## src/hw/rtl/odo_pkg.sv

```systemverilog
// ----------------------------------------------------------------------------
// odo_pkg
// Shared types, constants and the arctangent table for the odometry core.
// ----------------------------------------------------------------------------
package odo_pkg;

   localparam int CORDIC_STEPS = 16;
   localparam int ANGLE_BITS   = 32;
   localparam int STEP_W       = 5;
   localparam int CW           = 34;   // CORDIC x, y, z width
   localparam int MUL_W        = 36;   // shared multiplier operand width
   localparam int PROD_W       = 2 * MUL_W;

   localparam logic [31:0] ANGLE_MASK  =
      32'(~((33'd1 << (32 - ANGLE_BITS)) - 33'd1));
   localparam logic signed [CW-1:0] CORDIC_GAIN = 34'sd652032874;
   localparam logic [MUL_W-1:0]     RAD_TO_TURN = 36'd683565276;

   localparam logic [1:0] CSR_SPEED_PER_RPM = 2'd0;
   localparam logic [1:0] CSR_INVERSE_GAUGE = 2'd1;

   typedef enum logic [3:0] {
      ST_IDLE,
      ST_CORD,
      ST_MUL_V,
      ST_MUL_S,
      ST_MUL_W,
      ST_MUL_XC,
      ST_MUL_XD,
      ST_MUL_YC,
      ST_MUL_YD,
      ST_MUL_R,
      ST_MUL_HI,
      ST_MUL_LO,
      ST_HEAD,
      ST_DONE
   } odo_state_type;

   typedef struct packed {
      logic               load;
      logic               step;
      logic [STEP_W-1:0]  idx;
   } odo_cordic_ctl_type;

   function automatic logic [31:0] atan_turn(input logic [STEP_W-1:0] i);
      logic [31:0] r;
      case (i)
         5'd0:  r = 32'd536870912;
         5'd1:  r = 32'd316933406;
         5'd2:  r = 32'd167458907;
         5'd3:  r = 32'd85004756;
         5'd4:  r = 32'd42667331;
         5'd5:  r = 32'd21354465;
         5'd6:  r = 32'd10680862;
         5'd7:  r = 32'd5340245;
         5'd8:  r = 32'd2670163;
         5'd9:  r = 32'd1335087;
         5'd10: r = 32'd667544;
         5'd11: r = 32'd333772;
         5'd12: r = 32'd166886;
         5'd13: r = 32'd83443;
         5'd14: r = 32'd41721;
         5'd15: r = 32'd20860;
         5'd16: r = 32'd10430;
         5'd17: r = 32'd5215;
         5'd18: r = 32'd2607;
         5'd19: r = 32'd1303;
         5'd20: r = 32'd651;
         5'd21: r = 32'd325;
         5'd22: r = 32'd162;
         5'd23: r = 32'd81;
         5'd24: r = 32'd40;
         5'd25: r = 32'd20;
         5'd26: r = 32'd10;
         5'd27: r = 32'd5;
         5'd28: r = 32'd2;
         5'd29: r = 32'd1;
         default: r = 32'd0;
      endcase
      return r;
   endfunction

endpackage

```

## src/hw/rtl/odo_cordic.sv

```systemverilog
// ----------------------------------------------------------------------------
// odo_cordic
// Rotation-mode CORDIC, one micro-rotation per step, giving cos and sin.
// ----------------------------------------------------------------------------
module odo_cordic
   import odo_pkg::*;
(
   input  logic                  clock,
   input  odo_cordic_ctl_type    ctl,
   input  logic [31:0]           angle,
   output logic signed [CW-1:0]  cos_out,
   output logic signed [CW-1:0]  sin_out
);

   logic signed [CW-1:0] x_ff, x_in, y_ff, y_in, z_ff, z_in;
   logic                 flip_ff, flip_in;
   logic signed [CW-1:0] z0, xs, ys, at;

   always_comb begin
      z0      = CW'($signed(angle & ANGLE_MASK));
      xs      = x_ff >>> ctl.idx;
      ys      = y_ff >>> ctl.idx;
      at      = CW'(atan_turn(ctl.idx));
      x_in    = x_ff;
      y_in    = y_ff;
      z_in    = z_ff;
      flip_in = flip_ff;
      if (ctl.load) begin
         x_in    = CORDIC_GAIN;
         y_in    = '0;
         flip_in = 1'b0;
         z_in    = z0;
         // fold angles beyond a right angle into the front half-plane
         if (z0 > (CW'(1) <<< 30)) begin
            z_in    = z0 - (CW'(1) <<< 31);
            flip_in = 1'b1;
         end else if (z0 < -(CW'(1) <<< 30)) begin
            z_in    = z0 + (CW'(1) <<< 31);
            flip_in = 1'b1;
         end
      end else if (ctl.step) begin
         if (z_ff >= 0) begin
            x_in = x_ff - ys;
            y_in = y_ff + xs;
            z_in = z_ff - at;
         end else begin
            x_in = x_ff + ys;
            y_in = y_ff - xs;
            z_in = z_ff + at;
         end
      end
   end

   always_ff @(posedge clock) begin
      x_ff    <= x_in;
      y_ff    <= y_in;
      z_ff    <= z_in;
      flip_ff <= flip_in;
   end

   assign cos_out = flip_ff ? -x_ff : x_ff;
   assign sin_out = flip_ff ? -y_ff : y_ff;

endmodule

```

## config.mk

```make
export PLATFORM = sky130hd
export DESIGN_NAME = odo_cordic
export DESIGN_NICKNAME = d
export VERILOG_FILES = /design/src/hw/rtl/odo_pkg.sv /design/src/hw/rtl/odo_cordic.sv
export SDC_FILE = /design/constraint.sdc
export NUM_CORES = 1
export LEC_CHECK = 0
export BUFFER_PORTS_ARGS = -buffer_cell sky130_fd_sc_hd__buf_2
export CAP_MARGIN = 20
export CORE_MARGIN = 5
export CORE_UTILIZATION = 45
export DETAILED_ROUTE_END_ITERATION = 7
export SLEW_MARGIN = 5
export SYNTH_ARGS = -nofsm -noshare
export SYNTH_HDL_FRONTEND = slang
export SYNTH_SLANG_ARGS = --single-unit
```

## constraint.sdc

```tcl
create_clock -name clock -period 21 [get_ports clock]
set_input_delay 2.1 -clock clock [delete_from_list [all_inputs] [get_ports clock]]
set_output_delay 2.1 -clock clock [all_outputs]
set_load 0.01 [all_outputs]
```

# Word level (Yosys, flattened, before mapping)
# Memories as Yosys holds them, arrays and structs flattened.
# Cells that the tools add are included.
# W data, S select, Z words.
[classes] reduce_logical=1 n_mux=10 shift=2 order_cmp=3 add_sub_neg=10
[op_table] cell="$mux W34" n=9
[op_table] cell="$add A34 B34 Y34" n=2
[op_table] cell="$neg A34 Y34" n=2
[op_table] cell="$sshr A34 B5 Y34" n=2
[op_table] cell="$sub A34 B34 Y34" n=2
[op_table] cell="$add A32 B33 Y34 const B" n=1
[op_table] cell="$add A34 B33 Y34" n=1
[op_table] cell="$ge A34 B1 Y1 const B" n=1
[op_table] cell="$sub A32 B33 Y34 const B" n=1
[op_table] cell="$sub A34 B33 Y34" n=1
[op_table] cell="$gt A32 B32 Y1 const B" n=1
[op_table] cell="$lt A32 B31 Y1 const B" n=1
[op_table] cell="$reduce_bool A2 Y1" n=1
[op_table] cell="$mux W1" n=1
[totals] elab_cells=31 rom_bits=960 mem_count=1 out_inout_bits=68 inputBits=40 reg_bits=103
[memory_table] memory="(no name shown)" depth=32 width=30 read_ports=1 rd_ports_with_merged_regs=0 write_ports=0 line="odo_pkg.sv:47" text="case (i)"

# Depth between registers and ports, before layout
# Gate-level depths: netlist of the first run.
# An unclocked memory read counts as a cell.
[depth] ltp_word=5 mapped_depth=32

# Worst setup path before layout of the first run
# Ideal clock, no wire load.
[synth_path] path_type="in2reg" from="in ctl[2] (netlist bit)" to="reg y_ff[33]" path_stages=30 path_buffers=8 slack_ps=12596 arrival_time_ps=8287 cell_sequence="buf_2 -> buf_4 -> buf_4 -> buf_2 -> buf_2 -> buf_2 -> buf_1 -> clkbuf_1 -> a211oi_1 -> a21o_1 -> inv_1 -> ha_1 -> inv_1 -> or3_1 -> or3b_1 -> or3_1 -> o21ai_0 -> xnor2_1 -> ha_1 -> a2111oi_0 -> o21ai_0 -> o21a_1 -> o211a_1 -> a211o_1 -> o22ai_1 -> nor3_1 -> o31ai_1 -> xnor2_1 -> a21oi_1 -> a31o_2"
[synth_between] elab_chain_len=3 word_cells_on_any_way=4
[synth_rtl] element="start, declared" line="odo_cordic.sv:9" text="input odo_cordic_ctl_type ctl,"
[synth_rtl] element="$sshr A34 B5 Y34 *" line="odo_cordic.sv:21" text="xs = x_ff >>> ctl.idx;"
[synth_rtl] element="$sub A34 B34 Y34 or $add A34 B34 Y34 (tied branches)" line="odo_cordic.sv:48, odo_cordic.sv:44"
[synth_rtl] element="$mux W34 *" line="odo_cordic.sv:42" text="if (z_ff >= 0) begin"
[synth_rtl] element="end signal, assigned" line="odo_cordic.sv:56" text="y_ff <= y_in;"
[synth_rtl] element="end, declared" line="odo_cordic.sv:15" text="logic signed [CW-1:0] x_ff, x_in, y_ff, y_in, z_ff, z_in;"
# Mark *: on every way between the ends. The rest lies on a longest branch, timed or not.
# A chain may end at the register's enable or synchronous reset.

# Final worst setup path of the first run
[layout_path] from="in ctl[0] (netlist bit)" to="reg y_ff[32]"
# The elaborated chain is that of the path after synthesis.

==> impl_results.md, run 1 <==
- CTS Buf Count: 9
- # DRC: 0
- Dpl hpwl: 47980 um
- Distinct cells, synth: roughly 110
- Synth Warn #: 0
- Arrival @ worst endpoint: around 9.5 ns
- Maximum clock path buffer count: 2
- Slew HR: between 20% and 30%
- Static leakage: around 7.6 nW
- Clock-pin transition on the worst setup and hold timing paths: 0.07 ns
- Mapped Area: roughly 18000 um^2
- Fmax: between 100 and 150 MHz
- Setup TNS Final: 0 ns
- I/O Buffers: ~110
- Design Power: around 3 mW
- Die X: 209.0 um
- Critical Path RT: between 20 and 25 ns
- Worst setup path class: input port to register
- First-pass GRT wire length: between 90000 and 100000 um
- Met2 global-route usage: between 40 and 50%
- Ant diodes: 0
- Synthesized area per cell: around 8 um^2
- Register area share after synthesis: 13.54%
- Row cnt: 72
- CTS tree: built
- Max incr delay on CP: 0.66 ns
- Initial core utilization: 45.79%
- Crit. End Element: register
- Routed WL per cell: 23.31 um
- Fin crit period: about 9 ns
- Layout net count: ~2400
- DRT Pass-1 Iters: 6
- Post-DRT Antenna Nets: 0
- Grt met1 use: about 40%
- # setup viols final: 0
- Pin count of the biggest net entering global routing: 69
- Post_cts resized: 0
- Synth area leader: mux4_2
- 1st-iter DRT viols: about 1700
- Vias in the first global route: 16700
- Total congestion overflow: 0
- Area Growth Syn to Fin: 4.529%
- Worst min-delay path class: register to register
- Outcome: complete, no violations
- GRT busiest layer: met2
- Crit Path Max Fanout: 62
- Postcts setup bufs: 0
- Worst path bufs/invs: 4
- RD Place Congestion: 0.9809
- CTS Hold Buffers Added: 0
- Pwr per Cell Area: 159.0 nW/um^2
- Syn nets: ~2400
- Share of cells above drive strength 1: ~15%
- Clk_lat worst skew: approximately 0.39 ns
- Max Cap Viol: 0
- Core Util, Final: between 40 and 50%
- Post-Route WL: 63600 um
- CP max-delay cell: buf_4
- Worst setup SP type: input port
- Grt met3 use: ~4.4%
- GRT Total Usage: around 28%
- Crit-path leading delay family: compound AO/OA/AOI/OAI gates
- DR vias: about 18000
- Clock sinks: 103
- Die area: approximately 44000 um^2
- Num ports: about 110
- Final Hold Vio Count: 0
- Seq cells post-synth: 103
- Die Height: about 210 um
- Initial antenna violation count: 1
- Synth area leaders: mux4_2 9.0%, ha_1 7.9%, xnor2_1 7.9%
- RSZ-0062 raised after global routing: false
- Fin cells: ~2700
- Core Region: just under 40000 um^2
- Number of synthesized flops with an enable pin: 35
- Async set-reset flop share out of synthesis: 0%
- Period utilization: a little over two fifths
- Post-DR vias/cell: around 6.5
- Post-Syn Instances: ~2200
- Slew Limit Fails: 0
- Ys flop type: dfxtp_1
- Root Buffer: clkbuf_16
- Worst-Margin Slew: ~1.1 ns
- Placed cell count: between 2000 and 3000
- Max IR drop VDD: roughly 76 uV
- Crit path top cell by count: o21ai_0
- CTS H-tree lvls: 3
- Clock Skews: around 0.011 ns
- Synth top area share: between 8 and 9%
-- synthesized netlist by cell type, drive strengths merged, types with 53 or more instances --
cell type / number
o21ai: 158
a21o: 53
dfxtp: 68
nor2: 192
a21oi: 154
mux4: 73
mux2i: 80
ha: 112
buf: 66
xnor2: 160
nand2: 212
clkbuf: 124
xor2: 74
-- layer usage --
layer / wire (um) / vias to the layer above
met5: 0 / -
met3: 4707 / 103
li1: - / 8258
met4: 1686 / 0
met2: 28400 / 783
met1: 28810 / 8478
-- per-stage QoR --
stage                     setup WS (ns)  area (um^2)  hold WS, ns
after global placement            11.46        18360       0.5160
final                             11.76        18630       0.5422
after floorplan                   12.60        17820       0.4926
after global routing              11.26        18630       0.5997
after CTS                         11.81        18630       0.5410
after detailed placement          11.39        18360       0.5268
-- cell usage in the layout, fill, tap and decap left out, types with 25 or more instances in the layout --
master and count:
a211oi_1 26, nor2_1 191, buf_2 103, mux2_2 39, nor2b_1 26, o21ai_0 150, nand2b_1 36, edfxtp_1 35
xor2_1 74, o31ai_1 44, o21a_1 27, dfxtp_1 68, inv_1 42, mux4_2 71, nand2_1 211, mux2i_1 80
nand3_1 28, a21o_1 53, buf_4 35, nor3_1 36, ha_1 112, or2_2 25, a21oi_1 154, xnor2_1 160
-- power by group --
part	switching [mW]	internal (mW)	leakage, nW	total (mW)
combinational	1.28	1.03	6.52	2.31
clock	0.0841	0.0799	0.130	0.164
sequential	0.181	0.303	0.925	0.484
total	1.55	1.42	7.57	2.96
-- area by class of cell --
class                           instances  area (um^2)
Clock buffer                           10        229.0
Clock inverter                          6        36.28
Inverter                               46        172.7
Timing Repair Buffer                  138        778.2
Tap cell                              518        648.1
Sequential cell                       103         2412
Fill cell                            3862        20290
Multi-Input combinational cell       1908        14350
-- path summary, 6_finish.rpt --
kind                 start        to  slack (ns)  depth (start not counted)
setup reg to reg  x_ff[29]  y_ff[32]       14.10                         23
hold / removal     x_ff[0]   x_ff[0]        0.54                          2
setup / recovery    ctl[0]  y_ff[32]       11.76                         25
hold reg to reg    x_ff[0]   x_ff[0]        0.54                          2
-- cells by family (layout without fill, tap and decap cells) --
logic type | after synthesis | count (layout) | synth area share [%]
compound gates | 691 | 691 | 26.22
simple gates | 673 | 673 | 18.12
buf+inv | 236 | 200 | 5.947
xor+xnor | 235 | 235 | 11.63
mux | 194 | 194 | 16.35
fa+ha+maj | 115 | 115 | 8.201
flops | 103 | 103 | 13.54
-- worst register-to-register path: cells and delay by family (launching register included) --
| family | cells | cell delay, ns |
|---|---|---|
| AO/OA/AOI/OAI | 10 | 2.40 |
| adder cells (fa/ha/maj) | 2 | 0.49 |
| multiplexers | 2 | 0.92 |
| buffers and inverters | 2 | 0.17 |
| flip-flops | 1 | 0.51 |
| XOR/XNOR | 2 | 0.29 |
| AND/OR/NAND/NOR | 5 | 1.95 |
-- flip-flops by register name (all words and copies together), names as in the netlist --
register and count:
flip_ff 1, y_ff 34, z_ff 34, x_ff 34
Power figures use the tool's default switching activity.
==> run 2: changes to the inputs <==
- clock period: 21 -> 9.35 ns (I/O delays scaled with it)
==> run 2 against run 1 <==
Compared with the run above: highest routed layer unchanged; final cell count up 0.22%; largest cell class unchanged; sequential cell count unchanged; wire length up 2.7%.
==> impl_results.md, run 2 (synthesis results as in run 1) <==
- Crit path top cell by count: o21ai_0
- Clock sinks: slightly above 100
- Fin crit period: approximately 8 ns
- Sw Pwr: 3.500 mW
- Reg2reg setup slack: around 2.4 ns
- GRT busiest layer: met2
- Worst r2r dst: y_ff[32]
- Worst-Margin Slew: between 1 and 1.5 ns
- 1st-iter DRT viols: around 1800
- Row cnt: approximately 70
- Maximum clock path buffer count: 2
- Total congestion overflow: 0
- Post-DR vias/cell: approximately 6.4
- Slew Limit Fails: 0
- Fmax: about 130 MHz
- DRT Pass-1 Iters: 6
- Worst setup path class: input port to register
- Worst setup SP type: input port
- Arrival @ worst endpoint: around 8.1 ns
- Met2 global-route usage: 45.49%
- RSZ-0062 raised after global routing: false
- Initial core utilization: between 40% and 50%
- Postcts setup bufs: 0
- Number of cells on the worst reg-to-reg path: 23
- Sw frac: between 50% and 60%
- CTS tree: built
- DR vias: roughly 18000
- CTS Buf Count: 9
- Num ports: 108
- Layout net count: between 2000 and 2500
- Routed WL per cell: 23.88 um
- Commonest cells after routing, fill and taps aside: 211 x nand2_1, 191 x nor2_1, 160 x xnor2_1
- Core Region: 38920 um^2
- Post-Route WL: 65300 um
- Post-route cell area: between 15000 and 20000 um^2
- Biggest regs: x_ff x34, y_ff x34, z_ff x34
- Final setup margin: 1.521 ns
- Period utilization: about 84%
- Slew HR: ~30%
- Final Hold Vio Count: 0
- Hold Path Sink: x_ff[0]
- Hold depth: 2
- Worst min-delay path class: register to register
- Static leakage: between 7 and 8 nW
- Pin count of the biggest net entering global routing: 79
- Outcome: complete, no violations
- Dpl hpwl: a little under 50000 um
- Core Util, Final: around half
- Root Buffer: clkbuf_16
- Ant diodes: 0
- # DRC: 0
- First-pass GRT wire length: approximately 100000 um
- Post_cts resized: 0
- Crit Path Max Fanout: 55
- Clock-pin transition on the worst setup and hold timing paths: roughly 0.070 ns
- Critical Path RT: roughly 9.6 ns
- Sequential share of power: 16.1%
- Area Growth Syn to Fin: 5.154%
- Pwr per Cell Area: 359.9 nW/um^2
- Beginning of the worst hold path: x_ff[0]
- Crit. End Element: register
- CTS Hold Buffers Added: 0
- CP max-delay cell: a311oi_1
- Clk pwr share: between 6 and 7%
- Max IR drop VDD: around 210 uV
- Commonest non-fill, non-tap cell in the layout: nand2_1
- CTS H-tree lvls: 3
- # setup viols final: 0
- Initial antenna violation count: 0
- Clk_lat worst skew: roughly 0.4 ns
- Dpl cell area: 18420 um^2
- Die area: around 44000 um^2
- Pre-CTS WS: ~1.2 ns
- I/O Buffers: about 110
- GRT Total Usage: between 20% and 30%
- Post-DRT Antenna Nets: 0
- Grt met3 use: 4.349%
- Setup TNS Final: 0 ns
- Die X: between 200 and 250 um
- Grt met1 use: between 40% and 50%
- RR Startpoint: x_ff[24]
- Clock Skews: 0.008683 ns
- Die Height: ~210 um
- RD Place Congestion: roughly 1.0
- Comb pwr share: 77.5%
- Int Pwr: 3.245 mW
- Share of cells above drive strength 1: between 10% and 20%
- Max incr delay on CP: just under 0.7 ns
- Max Cap Viol: 0
- Vias in the first global route: between 15000 and 20000
-- run 2: critical path, delay by kind of cell --
family                     cells  cell delay (ns)
muxes                          2             0.48
AOI/OAI and AO/OA             11             2.79
and+or+nand+nor                4             1.86
xor gates and xnor gates       2             0.30
adders and majority gates      2             0.49
buffers and inverters          4             1.20
-- run 2: how the worst max path moves through the flow --
stage           start  endpoint  cells after the start
6_report       ctl[1]  y_ff[32]                     25
5_1_grt        ctl[1]  y_ff[32]                     25
4_1_cts        ctl[1]  y_ff[32]                     25
3_5_place_dp   ctl[1]  y_ff[32]                     25
3_3_place_gp   ctl[1]  y_ff[32]                     25
2_1_floorplan  ctl[2]  y_ff[33]                     30
-- run 2: cell type report --
cell class	instances	area [um^2]
sequential	103	2412
fill	3890	20180
clock inverter	5	82.58
multi-input combinational	1908	14350
tap	518	648.1
inverter	46	172.7
timing repair buffer	144	835.8
clock buffer	11	236.5
-- run 2: metal layers --
metal | share of wire (%) | up-vias | routed length (um)
met5 | 0 | - | 0
met4 | 3.7 | 0 | 2390
met3 | 8.3 | 147 | 5452
met2 | 44 | 824 | 29000
met1 | 44 | 8409 | 28460
li1 | - | 8259 | -
-- run 2: through the flow --
stage / power, mW / hold slack, ns / std cells
floorplan: 4.991 / 0.4926 / 2247
global placement: 6.145 / 0.5151 / 2719
detailed placement: 6.207 / 0.5309 / 2719
CTS: 6.686 / 0.5426 / 2735
global route: 7.346 / 0.5856 / 2735
finish: 6.745 / 0.5421 / 2735
-- run 2: power groups by stage --
stage | Sequential (mW) | Combinational (mW) | Clock [mW]
floorplan | 0.781 | 4.21 | 0
finish | 1.09 | 5.23 | 0.434
global route | 1.11 | 5.78 | 0.457
CTS | 1.07 | 5.17 | 0.445
detailed placement | 1.08 | 5.13 | 0
global placement | 1.07 | 5.07 | 0
